$ cat src/rtl/core/llp_pkg.sv
// Shared constants, result codes and queue item type for the LL(1) parser.
package llp_pkg;

    localparam int MAX_RHS     = 4;
    localparam int STACK_DEPTH = 64;
    localparam int STACK_AW    = $clog2(STACK_DEPTH);
    localparam int CNT_W       = STACK_AW + 1;
    localparam int RHS_CAP     = (MAX_RHS < 4) ? MAX_RHS : 4;
    localparam int SYM_W       = 7;
    localparam int LEN_W       = 3;
    localparam int SYMS_W      = 28;
    localparam int K_W         = 2;
    localparam int ROW_W       = 5;
    localparam int LIM_W       = 6;
    localparam int NT_ROWS     = 26;
    localparam int TERM_COLS   = 128;
    localparam int TBL_DEPTH   = NT_ROWS * TERM_COLS;
    localparam int TBL_AW      = $clog2(TBL_DEPTH);
    localparam int ENT_W       = 1 + LEN_W + SYMS_W;

    localparam logic [SYM_W-1:0] END_MARK    = 7'd36;
    localparam logic [SYM_W-1:0] NT_FIRST    = 7'd65;
    localparam logic [SYM_W-1:0] NT_LAST     = 7'd90;
    localparam logic [SYM_W-1:0] START_RESET = 7'd69;
    localparam logic [LIM_W-1:0] LIMIT_RESET = 6'd63;
    localparam logic [ROW_W-1:0] ROW_LAST    = 5'd25;

    localparam logic [2:0] KIND_EXPAND   = 3'd0;
    localparam logic [2:0] KIND_MATCH    = 3'd1;
    localparam logic [2:0] KIND_ACCEPT   = 3'd2;
    localparam logic [2:0] KIND_MISMATCH = 3'd3;
    localparam logic [2:0] KIND_NOENTRY  = 3'd4;
    localparam logic [2:0] KIND_OVERFLOW = 3'd5;
    localparam logic [2:0] KIND_LIMIT    = 3'd6;

    localparam logic CFG_START = 1'b0;
    localparam logic CFG_LIMIT = 1'b1;

    typedef struct packed {
        logic              is_tok;
        logic              keep;
        logic [SYM_W-1:0]  col;
        logic              is_end;
        logic [ROW_W-1:0]  row;
        logic              ent_valid;
        logic [LEN_W-1:0]  len;
        logic [SYMS_W-1:0] syms;
    } t_item;

endpackage

$ cat src/rtl/core/llp_front.sv
// Front end: accept input beats, classify them and queue them for the sequencer.
module llp_front (
    input  logic                        i_clk,
    input  logic                        i_rst_n,
    input  logic                        i_en,
    input  logic                        i_in_valid,
    output logic                        o_in_ready,
    input  logic                        i_mode,
    input  logic [6:0]                  i_lookahead,
    input  logic                        i_is_end,
    input  logic [4:0]                  i_load_nonterminal,
    input  logic                        i_entry_valid,
    input  logic [2:0]                  i_rhs_length,
    input  logic [27:0]                 i_rhs_symbols,
    output logic                        o_q_valid,
    output llp_pkg::t_item              o_q_item,
    input  logic                        i_q_pop
);
    llp_pkg::t_item r_q [2];
    logic           r_wp;
    logic           r_rp;
    logic [1:0]     r_cnt;
    llp_pkg::t_item w_item;
    logic           w_push;

    always_comb begin
        w_item.is_tok    = i_mode;
        w_item.keep      = i_mode | (i_load_nonterminal <= llp_pkg::ROW_LAST);
        w_item.col       = (i_mode & i_is_end) ? llp_pkg::END_MARK : i_lookahead;
        w_item.is_end    = i_is_end;
        w_item.row       = i_load_nonterminal;
        w_item.ent_valid = i_entry_valid;
        // saturate overlong right-hand sides
        w_item.len       = (i_rhs_length > llp_pkg::LEN_W'(llp_pkg::RHS_CAP)) ?
                           llp_pkg::LEN_W'(llp_pkg::RHS_CAP) : i_rhs_length;
        w_item.syms      = i_rhs_symbols;
    end

    assign o_in_ready = i_en && (r_cnt != 2'd2);
    assign w_push     = i_in_valid && o_in_ready;
    assign o_q_valid  = (r_cnt != 2'd0);
    assign o_q_item   = r_q[r_rp];

    always_ff @(posedge i_clk) begin
        if (w_push) begin
            r_q[r_wp] <= w_item;
        end
    end

    always_ff @(posedge i_clk) begin
        if (!i_rst_n) begin
            r_wp  <= 1'b0;
            r_rp  <= 1'b0;
            r_cnt <= 2'd0;
        end else begin
            if (w_push) begin
                r_wp <= ~r_wp;
            end
            if (i_q_pop) begin
                r_rp <= ~r_rp;
            end
            r_cnt <= r_cnt + {1'b0, w_push} - {1'b0, i_q_pop};
        end
    end
endmodule

$ cat config.mk
export PLATFORM = sky130hd
export DESIGN_NAME = llp_front
export DESIGN_NICKNAME = d
export VERILOG_FILES = /design/src/rtl/core/llp_pkg.sv /design/src/rtl/core/llp_front.sv
export SDC_FILE = /design/constraint.sdc
export NUM_CORES = 1
export LEC_CHECK = 0
export ABC_AREA = 1
export BUFFER_PORTS_ARGS = -buffer_cell sky130_fd_sc_hd__clkbuf_2
export CORE_UTILIZATION = 45
export DETAILED_ROUTE_END_ITERATION = 8
export PLACE_DENSITY = 0.73
export SYNTH_ARGS = -nofsm -noshare
export SYNTH_HDL_FRONTEND = slang
export SYNTH_SLANG_ARGS = --single-unit
$ cat constraint.sdc
create_clock -name i_clk -period 3.3 [get_ports i_clk]
set_input_delay 0.66 -clock i_clk [delete_from_list [all_inputs] [get_ports i_clk]]
set_output_delay 0.66 -clock i_clk [all_outputs]
set_load 0.02 [all_outputs]
# Word-level counts from Yosys, hierarchy flattened

Memory sizes are Yosys's and may differ from the RTL's. A register that Yosys moved wholly into a read port is not among the register bits.
Cells that the tools add are included.

Muxes and demuxes: 6
Equal/unequal tests: 1
Bitwise gates (word level): 4
Add/subtract/negate cells: 2
Reductions and logical operators: 3
$lt $le $gt $ge: 2

Operators by type and width:

| kind                 | number |
|---|---|
| $mux W7              | 1 |
| $le A5 B5 Y1 const B | 1 |
| $mux W1              | 4 |
| $gt A3 B3 Y1 const B | 1 |
| $mux W3              | 1 |
| $add A2 B1 Y2        | 1 |
| $logic_and A1 B1 Y1  | 2 |
| $ne A2 B2 Y1 const B | 1 |
| $not A1 Y1           | 2 |
| $reduce_bool A2 Y1   | 1 |
| $sub A2 B1 Y2        | 1 |
| $and A1 B1 Y1        | 1 |
| $or A1 B1 Y1         | 1 |

Register bits: 4
Memories: 1
Bits in writable memories: 94
Output and inout port bits: 49

Memories:

| name | depth | width | read ports | clocked after memory_dff | wr ports | RTL line        | RTL |
|---|---|---|---|---|---|---|---|
| r_q  | 2     | 47    | 1          | 1                        | 1        | llp_front.sv:19 | `llp_pkg::t_item r_q [2];` |

# Longest topological paths before layout

Gate-level depths: netlist (run 1).

Depth in word-level cells: 5
Depth in mapped cells: 11

# Least setup slack after synthesis (run 1)

Ideal clock, no wire load.

Kind: input -> register
Start: input port i_in_valid
End: memory r_q[0][0] (netlist bit) (enable)
Setup time: 0.452 ns
Path buffers: 0
Cell stages on the path: 2
Slack: 0.090 ns
Arrival: 2.758 ns
Path through: nand3_1 > nor2_1

Cells in the longest elaborated chain, start to end: 3

Ends and longest elaborated chain:

| what                          | RTL line        | RTL |
|---|---|---|
| start, declared               | llp_front.sv:6  | `input logic i_in_valid,` |
| $logic_and A1 B1 Y1           | llp_front.sv:40 | `assign w_push = i_in_valid && o_in_ready;` |
| $mux W1                       | llp_front.sv:45 | `if (w_push) begin` |
| $mux W1 (not written as such) | llp_front.sv:46 | `r_q[r_wp] <= w_item;` |
| end, declared                 | llp_front.sv:19 |  |

Every way passes these cells.

==> reports/results.md, run 1 <==
### Power
- **P_sw** 0.000592 W
- **fraction of power consumed by combinational cells** 12.2%
- **internal power summed over all cells** 0.00200 W
- **clock power share** 31.5%
- **worst supply voltage drop on vdd** 0.257 mV
- **portion of total power attributed to sequential cells** 56.3%
- **Leak** 1.92 nW
- **Power Dens Cells** 550 nW/um^2
- **net switching fraction of the power** 22.8%
- **final total power** 0.00260 W

### STA
- **final setup violating endpoints** 0
- **worst slew pin tran** 620 ps
- **maximum clock frequency** 395 MHz
- **clock skew** 17.2 ps
- **number of endpoints with negative hold slack in the final report** 0
- **worst-case headroom to the max-slew limit** 58.6%
- **post-route minimum period** 2530 ps
- **setup total negative slack** 0 ps
- **unrepaired setup endpoints after global routing** no
- **Final Max Tran Viols** 0
- **ratio of final minimum period to clock period** 76.8%

### Cells and area
- **post-route core utilization** 57.1%
- **diode insertion count for antenna repair** 0
- **cell area after layout** 4710 um^2
- **P&R area growth vs syn** 22.2%
- **Final Non-Filler Cells** 422
- **proportion of layout cells with a drive suffix above 1** 53.0%
- **number of nets in the finished design** 365

### Drt
- **Routed met1 length** 2590 um
- **post-detailed-routing wire length** 6210 um
- **detailed-router iteration count before antenna repair** 4
- **met2 WL post-DR** 3140 um
- **total number of vias** 2,005
- **via count normalized by instance count** 4.75
- **wire length per cell** 14.7 um
- **Routed met3 length** 417 um
- **DRT iter0 DRCs** 50
- **DRC errors left** 0
- **highest metal layer with signal wires** met4
- **remaining number of nets flagged by the antenna check after routing** 0

### Placed design
- **area after detailed placement** 4500 um^2
- **routability-driven placement congestion ratio** 0.706
- **half-perimeter wire length after placement** 4260 um
- **number of instances in the placed design** 406
- **number of port buffers** 99

### Hold path
- **Hold EP** r_q[1][19]$_DFFE_PP_
- **worst hold-check path type** in2reg
- **start point of the worst hold path** i_rhs_symbols[19]
- **worst hold path cell count** 1

### Status
- **result of the run** complete, no violations

### Global routing
- **largest net degree at the start of global routing** 30
- **Tot GR Track Use** 14.5%
- **remaining global-route overflow** 0
- **initial antenna violation count** 0
- **vias in the first global route** 1,955
- **first-pass GRT wire length** 9280 um

### Worst setup path
- **category of the critical setup timing path** reg2out
- **worst reg2reg setup slack** 1510 ps
- **number of cells on the worst reg-to-reg path** 5
- **launch point of the worst reg-to-reg path** r_cnt[0]$_SDFF_PN0_
- **required time reported for the critical path endpoint** 2640 ps
- **arrival time of the worst setup path** 1870 ps
- **Max Fanout on Critical Path** 29
- **critical path capture point type** output port
- **RR Endpoint** r_q[0][2]$_DFFE_PP_
- **CP startpoint kind** flop

### Logic synthesis
- **xor and xnor area share after synthesis** 0%
- **flip-flop and latch count after synthesis** 99
- **mux cell area share after synthesis** 16.6%
- **sequential fraction of the synthesis area** 75.7%
- **simple-gate share of the synthesized area** 3.08%
- **average cell area after synthesis** 18.8 um^2
- **largest family of logic cells by synthesized area** multiplexers
- **Yosys cell types** 18
- **post-synthesis adder-cell area fraction** 0.649%
- **nets in the synthesized netlist** 258
- **yosys synthesis warning count** 0
- **compound-gate portion of the synthesized area** 0.746%
- **combined area of all synthesized cells** 3860 um^2
- **count of mapped cells out of synthesis** 205

### Clock tree
- **Clk Latency, worst-skew pair** 350 ps
- **number of buffers created by CTS** 9
- **number of buffers added for setup after CTS** 0
- **TritonCTS clock tree** built
- **root buf cell** clkbuf_8
- **clock-pin slew on the worst setup and hold paths** 100 ps
- **count of hold buffers inserted by post-cts repair** 0
- **Gates resized, CTS repair** 0
- **Max H-tree Level** 3
- **number of buffers on the longest clock path** 2
- **Sink Count** 99

### Die
- **area enclosed by the die boundary** 8950 um^2
- **initial cell density of the core** 46.7%
- **floorplan row count** 33
- **Ports** 100
- **placeable core region** 8260 um^2
- **die extent in x** 94.6 um
- **height of the die** 94.6 um

### Job
- **max-cap check violation count** 0

[through the flow]
step	setup WS, ps	hold WS (ps)
after floorplan	90.0	463
after global placement	1130	478
after detailed placement	1110	487
after CTS	722	472
after global routing	641	462
final	767	495
[worst max path at each step]
stage	from	endpoint	slack, ps	depth (start not counted)
after floorplan	i_in_valid	r_q[0][0]$_DFFE_PP_	90	2
final	flop	o_q_item[3]	770	3
after global placement	flop	o_q_item[46]	1130	3
after detailed placement	flop	o_q_item[5]	1110	3
after CTS	flop	o_q_item[5]	720	3
after global routing	flop	o_q_item[1]	640	3
[worst max-delay path, stage by stage (launching register included)]
cell and delay, ps:
dfxtp_2 690, buf_12 300, mux2_2 360, clkbuf_2 150
[layout by cell type (no fill, tap or decap), types with 3 or more instances in the layout]
master,n
nand2_1,11
nor2_1,12
inv_1,17
edfxtp_1,94
buf_12,3
dfxtp_1,4
mux2_4,30
clkbuf_2,99
mux2_2,17
clkbuf_8,9
[metal layers]
| metal | vias up | GRT usage, % |
|---|---|---|
| met4 | 0 | 5.05 |
| li1 | 967 | - |
| met1 | 956 | 16.8 |
| met2 | 75 | 24.2 |
| met3 | 7 | 6.12 |
| met5 | - | 0 |
[kinds of logic after synthesis]
kind of cell | count (synthesis)
multiplexers | 47
flip-flops | 99
adder cells (fa/ha/maj) | 2
AND/OR/NAND/NOR | 29
buffers and inverters | 24
AO/OA/AOI/OAI | 4
[flip-flops by register name, indices dropped and copies added (netlist names), named ones only]
name	count
r_cnt	2
r_q	94
r_rp	1
r_wp	1
[cell type report]
| type | count | area (um^2) |
|---|---|---|
| tap | 105 | 131 |
| clock buffer | 9 | 124 |
| timing repair buffer | 102 | 556 |
| fill | 669 | 3540 |
| inverter | 18 | 67.6 |
| multi-input combinational | 82 | 822 |
| clock inverter | 7 | 90.1 |
| sequential | 99 | 2920 |
[cells in the mapped netlist]
cell type  number  share of area [%]
clkbuf_1        1              0.097
mux2_2         17                5.0
inv_1          18                1.8
o2111ai_1       1               0.23
a21boi_0        1               0.19
ha_1            2               0.65
nand3_1         2               0.26
buf_6           4                1.2
o21a_1          1               0.19
mux2_4         30                 12
buf_2           1               0.13
dfxtp_1         5                2.6
a21oi_1         1               0.13
nand2_1        11                1.1
nand4_1         1               0.16
or2_2           2               0.32
edfxtp_1       94                 73
nor2_1         13                1.3
[power by group through the flow]
stage	registers (W)	logic [W]	clock network (W)
2_1_floorplan	0.00148	0.000220	0
3_3_place_gp	0.00149	0.000315	0
3_5_place_dp	0.00149	0.000322	0
4_1_cts	0.00146	0.000322	0.000840
5_1_grt	0.00147	0.000347	0.000893
6_report	0.00146	0.000317	0.000818
(Power assumes the default switching activity.)
==> inputs of run 2 (changes only) <==
--- a/config.mk
+++ b/config.mk
@@ -9,7 +9,7 @@
 export BUFFER_PORTS_ARGS = -buffer_cell sky130_fd_sc_hd__clkbuf_2
 export CORE_UTILIZATION = 45
 export DETAILED_ROUTE_END_ITERATION = 8
-export PLACE_DENSITY = 0.73
+export PLACE_DENSITY = 0.71
 export SYNTH_ARGS = -nofsm -noshare
 export SYNTH_HDL_FRONTEND = slang
 export SYNTH_SLANG_ARGS = --single-unit
==> constraint.sdc (replaced) <==
create_clock -name i_clk -period 2.6 [get_ports i_clk]
set_input_delay 0.52 -clock i_clk [delete_from_list [all_inputs] [get_ports i_clk]]
set_output_delay 0.52 -clock i_clk [all_outputs]
set_load 0.02 [all_outputs]
==> reports/results.md, run 2 (synthesized netlist as in run 1, its figures left out) <==
### Global routing
- **largest net degree at the start of global routing** 48, +60%
- **initial antenna violation count** 0, unchanged
- **vias in the first global route** 1,947, -0.41%
- **remaining global-route overflow** 0, unchanged
- **first-pass GRT wire length** 9050 um, -2.5%
- **Tot GR Track Use** 14.0%, -0.50 points

### Drt
- **total number of vias** 1,998, -0.35%
- **post-detailed-routing wire length** 5870 um, -5.5%
- **DRT iter0 DRCs** 85, +70%
- **remaining number of nets flagged by the antenna check after routing** 0, unchanged
- **DRC errors left** 0, unchanged
- **detailed-router iteration count before antenna repair** 4, unchanged
- **wire length per cell** 13.9 um, -5.5%
- **via count normalized by instance count** 4.73, -0.35%

### STA
- **setup total negative slack** 0 ps, unchanged
- **worst-case headroom to the max-slew limit** 74.7%, +16 points
- **unrepaired setup endpoints after global routing** no
- **worst hold slack** 346 ps, -149 ps
- **maximum clock frequency** 477 MHz
- **clock skew** 6.54 ps, -10.7 ps
- **post-route minimum period** 2100 ps
- **worst slew pin tran** 379 ps, -241 ps
- **number of endpoints with negative hold slack in the final report** 0, unchanged
- **Final Max Tran Viols** 0, unchanged
- **ratio of final minimum period to clock period** 80.6%
- **final setup violating endpoints** 0, unchanged

### Cells and area
- **flip-flop count of the largest register, all copies and words added** 94, unchanged
- **most frequent cells in the layout** clkbuf_2, edfxtp_1, mux2_4, inv_1, mux2_2
- **fill cell total of the finished layout** 661, -1.2%
- **number of nets in the finished design** 365, unchanged
- **P&R area growth vs syn** 21.0%
- **most common cell after layout, fill and taps aside** clkbuf_2
- **cell area after layout** 4670 um^2, -0.93%
- **Largest regs** r_q (94), r_cnt (2)
- **diode insertion count for antenna repair** 0, unchanged
- **post-route core utilization** 56.6%, -0.53 points
- **register containing the most flip-flops in the final layout** r_q
- **proportion of layout cells with a drive suffix above 1** 53.0%, unchanged

### Die
- **placeable core region** 8260 um^2, unchanged
- **height of the die** 94.6 um, unchanged
- **initial cell density of the core** 46.7%, unchanged
- **floorplan row count** 33, unchanged
- **Ports** 100, unchanged
- **area enclosed by the die boundary** 8950 um^2, unchanged
- **die extent in x** 94.6 um, unchanged

### Worst setup path
- **Max Fanout on Critical Path** 47, +62%
- **launch point of the worst reg-to-reg path** r_cnt[0]$_SDFF_PN0_
- **cells along the critical path** buf_12 -> mux2_2 -> clkbuf_2
- **Largest stage delay, worst path** 390 ps, -300 ps
- **required time reported for the critical path endpoint** 2080 ps, -560 ps
- **delay-heaviest family, CP** buffers and inverters
- **category of the critical setup timing path** reg2out
- **arrival time of the worst setup path** 1580 ps, -290 ps
- **buffer and inverter count on the worst path** 2, unchanged
- **depth of the critical timing path with buffers and inverters included** 3, unchanged
- **critical path capture point type** output port
- **slowest cell on the critical path** mux2_2
- **CP startpoint kind** flop
- **number of cells on the worst reg-to-reg path** 10, +5

### Clock tree
- **Gates resized, CTS repair** 0, unchanged
- **count of hold buffers inserted by post-cts repair** 0, unchanged
- **number of buffers on the longest clock path** 2, unchanged
- **number of buffers created by CTS** 9, unchanged
- **clock-pin slew on the worst setup and hold paths** 90 ps, about the same
- **Clk Latency, worst-skew pair** 360 ps, about the same
- **number of buffers added for setup after CTS** 0, unchanged
- **Sink Count** 99, unchanged
- **Max H-tree Level** 3, unchanged
- **root buf cell** clkbuf_8
- **TritonCTS clock tree** built

### Power
- **worst supply voltage drop on vdd** 0.313 mV, +22%
- **clock power share** 27.3%, -4.2 points
- **fraction of power consumed by combinational cells** 13.3%, +1.1 points
- **internal power summed over all cells** 0.00235 W, +17%
- **Power Dens Cells** 663 nW/um^2, +21%
- **P_sw** 0.000748 W, +26%
- **portion of total power attributed to sequential cells** 59.4%, +3.1 points
- **net switching fraction of the power** 24.2%, +1.3 points
- **Leak** 1.89 nW, -1.3%

### Job
- **max-cap check violation count** 0, unchanged

### Placed design
- **routability-driven placement congestion ratio** 0.669, -5.2%
- **half-perimeter wire length after placement** 3950 um, -7.3%
- **area after detailed placement** 4500 um^2, unchanged
- **number of port buffers** 99, unchanged

### Hold path
- **start point of the worst hold path** i_load_nonterminal[0]
- **worst hold-check path type** in2reg
- **worst hold path cell count** 1, unchanged

### Status
- **result of the run** complete, no violations

run 2: stage by stage:
step                      setup WS [ps]  total power, W  std cells
final                               505         0.00310        422
after global routing                464         0.00322        422
after CTS                           492         0.00314        422
after detailed placement            823         0.00230        406
after global placement              840         0.00229        406
after floorplan                     305         0.00215        205
run 2: power groups by stage:
stage / clock network [W] / registers [W] / logic (W)
2_1_floorplan: 0 / 0.00188 / 0.000279
3_3_place_gp: 0 / 0.00188 / 0.000413
3_5_place_dp: 0 / 0.00188 / 0.000418
4_1_cts: 0.000876 / 0.00184 / 0.000419
5_1_grt: 0.000925 / 0.00185 / 0.000451
6_report: 0.000846 / 0.00184 / 0.000411
run 2: area by class of cell:
type / instances / area, um^2 / share of cell area [%]
repair buffers: 102 / 556 / 11.9
inverters: 18 / 67.6 / 1.45
clock buffers: 10 / 128 / 2.73
clock inverters: 6 / 42.5 / 0.911
flip-flops and latches: 99 / 2920 / 62.6
multi-input cells: 82 / 822 / 17.6
well taps: 105 / 131 / 2.81
run 2: worst paths after layout:
kind,end,slack [ps]
worst max-delay path,o_q_item[2],500
worst min-delay path,r_q[1][32]$_DFFE_PP_,350
worst max register to register,r_cnt[1]$_SDFF_PN0_,1010
worst min register to register,flop,530
run 2: layer usage:
metal	GRT usage (%)	vias up	routed length (um)
li1	-	968	-
met1	15.9	948	2450
met2	23.5	72	2890
met3	3.78	10	403
met4	8.71	0	129
met5	0	-	0
run 2: worst reg2reg max path, cell delays in order, from the launching register on:
cell,delay [ps]
dfxtp_1,340
inv_1,60
nand2_1,70
nand3_1,150
ha_1,320
inv_1,40
ha_1,180
inv_1,50
nand2_1,60
a21oi_1,150
nor2_1,60
==> inputs of run 3 (changes only) <==
--- a/config.mk
+++ b/config.mk
@@ -9,7 +9,7 @@
 export BUFFER_PORTS_ARGS = -buffer_cell sky130_fd_sc_hd__clkbuf_2
 export CORE_UTILIZATION = 45
 export DETAILED_ROUTE_END_ITERATION = 8
-export PLACE_DENSITY = 0.71
+export PLACE_DENSITY = 0.73
 export SYNTH_ARGS = -nofsm -noshare
 export SYNTH_HDL_FRONTEND = slang
 export SYNTH_SLANG_ARGS = --single-unit
==> constraint.sdc (replaced) <==
create_clock -name i_clk -period 1.8 [get_ports i_clk]
set_input_delay 0.36 -clock i_clk [delete_from_list [all_inputs] [get_ports i_clk]]
set_output_delay 0.36 -clock i_clk [all_outputs]
set_load 0.02 [all_outputs]
==> reports/results.md, run 3 (synthesized netlist as in run 1, its figures left out) <==
### Drt
- **total number of vias** 2,032, +1.7%
- **DRT iter0 DRCs** 99, +16%
- **wire length per cell** 14.4 um, +3.9%
- **DRC errors left** 0, unchanged
- **remaining number of nets flagged by the antenna check after routing** 0, unchanged
- **post-detailed-routing wire length** 6140 um, +4.7%
- **via count normalized by instance count** 4.78, +0.98%
- **detailed-router iteration count before antenna repair** 4, unchanged

### STA
- **number of endpoints with negative hold slack in the final report** 0, unchanged
- **ratio of final minimum period to clock period** 99.7%
- **Final Max Tran Viols** 0, unchanged
- **setup total negative slack** 0 ps, unchanged
- **worst slew pin tran** 253 ps, -126 ps
- **maximum clock frequency** 557 MHz
- **clock skew** 7.88 ps, +1.34 ps
- **post-route minimum period** 1790 ps
- **worst-case headroom to the max-slew limit** 83.1%, +8.4 points
- **unrepaired setup endpoints after global routing** yes
- **Worst Setup Slack, final** 5.55 ps, -499 ps
- **final setup violating endpoints** 0, unchanged

### Die
- **die extent in x** 94.6 um, unchanged
- **Ports** 100, unchanged
- **area enclosed by the die boundary** 8950 um^2, unchanged
- **height of the die** 94.6 um, unchanged
- **initial cell density of the core** 46.7%, unchanged
- **placeable core region** 8260 um^2, unchanged
- **floorplan row count** 33, unchanged

### Clock tree
- **count of hold buffers inserted by post-cts repair** 0, unchanged
- **number of buffers added for setup after CTS** 0, unchanged
- **Sink Count** 99, unchanged
- **Clk Latency, worst-skew pair** 350 ps, about the same
- **number of buffers on the longest clock path** 2, unchanged
- **Max H-tree Level** 3, unchanged
- **TritonCTS clock tree** built
- **root buf cell** clkbuf_8
- **number of buffers created by CTS** 9, unchanged
- **clock-pin slew on the worst setup and hold paths** 90 ps, about the same

### Cells and area
- **most common cell after layout, fill and taps aside** edfxtp_1
- **P&R area growth vs syn** 24.4%
- **flip-flop and latch area** 2930 um^2, about the same
- **register containing the most flip-flops in the final layout** r_q
- **proportion of layout cells with a drive suffix above 1** 54.1%, +1.1 points
- **flip-flop count of the largest register, all copies and words added** 94, unchanged
- **area of the multi-input gates** 835 um^2, +1.5%
- **cell area after layout** 4800 um^2, +2.7%
- **most frequent cells in the layout** edfxtp_1, clkbuf_2, mux2_4, inv_1, mux2_2
- **number of nets in the finished design** 368, +0.82%
- **diode insertion count for antenna repair** 0, unchanged
- **post-route core utilization** 58.1%, +1.5 points
- **Largest regs** r_q (94), r_cnt (2)
- **fill cell total of the finished layout** 676, +2.3%

### Global routing
- **Tot GR Track Use** 14.0%, about the same
- **initial antenna violation count** 0, unchanged
- **vias in the first global route** 1,976, +1.5%
- **first-pass GRT wire length** 9240 um, +2.1%
- **remaining global-route overflow** 0, unchanged
- **largest net degree at the start of global routing** 31, -35%

### Placed design
- **pre-CTS setup slack** 166 ps, -657 ps
- **half-perimeter wire length after placement** 4160 um, +5.3%
- **area after detailed placement** 4540 um^2, +0.86%
- **routability-driven placement congestion ratio** 0.719, +7.5%
- **number of port buffers** 99, unchanged

### Worst setup path
- **CP startpoint kind** flop
- **critical path capture point type** output port
- **required time reported for the critical path endpoint** 1440 ps, -640 ps
- **Max Fanout on Critical Path** 23, -51%
- **category of the critical setup timing path** reg2out
- **arrival time of the worst setup path** 1430 ps, -150 ps

### Hold path
- **worst hold-check path type** in2reg

### Status
- **result of the run** complete, no violations

### Job
- **max-cap check violation count** 0, unchanged

### Power
- **worst supply voltage drop on vdd** 0.500 mV, +60%
- **Power Dens Cells** 969 nW/um^2, +46%
- **Leak** 1.94 nW, +2.7%

-- run 3: cell count changes in the layout (fill, tap and decap cells not counted), sizes merged --
cell,delta
buf,+26
clkbuf,-24
bufinv,+1
-- run 3: layout make-up --
class	count	area share, %
multi-input combinational	82	17.4
inverter	18	1.49
clock inverter	7	1.38
tap	105	2.74
sequential	99	61.0
clock buffer	9	2.58
timing repair buffer	105	13.4
-- run 3: through the flow --
| step | hold WS (ps) | instances | power, W |
|---|---|---|---|
| after floorplan | 453 | 205 | 0.00311 |
| after detailed placement | 497 | 409 | 0.00334 |
| final | 200 | 425 | 0.00465 |
| after global placement | 479 | 409 | 0.00332 |
| after CTS | 181 | 425 | 0.00468 |
| after global routing | 174 | 425 | 0.00485 |
-- run 3: power breakdown --
| group | switching [W] | internal (W) | leakage [nW] | total [W] |
|---|---|---|---|---|
| clock network | 0.000715 | 0.000638 | 0.101 | 0.00135 |
| registers | 0.0000294 | 0.00263 | 0.902 | 0.00266 |
| logic | 0.000344 | 0.000291 | 0.942 | 0.000635 |
-- run 3: timing repair --
item | in CTS | in global routing
setup endpoints to repair | 41 | 42
resized for setup | 1 | 44
pin swaps | 0 | 0
hold endpoints to repair | 0 | 0
-- run 3: critical path, cell delays in order, from the launching register on --
cell and delay (ps):
dfxtp_4 380, buf_12 190, mux2_2 360, buf_4 160
-- run 3: layer usage --
metal  up-vias  global-route usage [%]  part of all wire (%)
li1        979                       -                     -
met1       967                    16.5                    41
met2        77                    24.0                    50
met3         9                    4.83                   7.2
met4         0                    4.55                  0.93
met5         -                       0                     0
-- run 3: final timing paths --
check,endpoint,startpoint,slack (ps),cells after the start
max,o_q_item[10],flop,6,3
min,r_q[0][27]$_DFFE_PP_,i_rhs_symbols[27],200,1
max reg2reg,r_cnt[1]$_SDFF_PN0_,r_cnt[0]$_SDFF_PN0_,210,10
min reg2reg,r_rp$_SDFFE_PN0P_,r_rp$_SDFFE_PN0P_,510,2
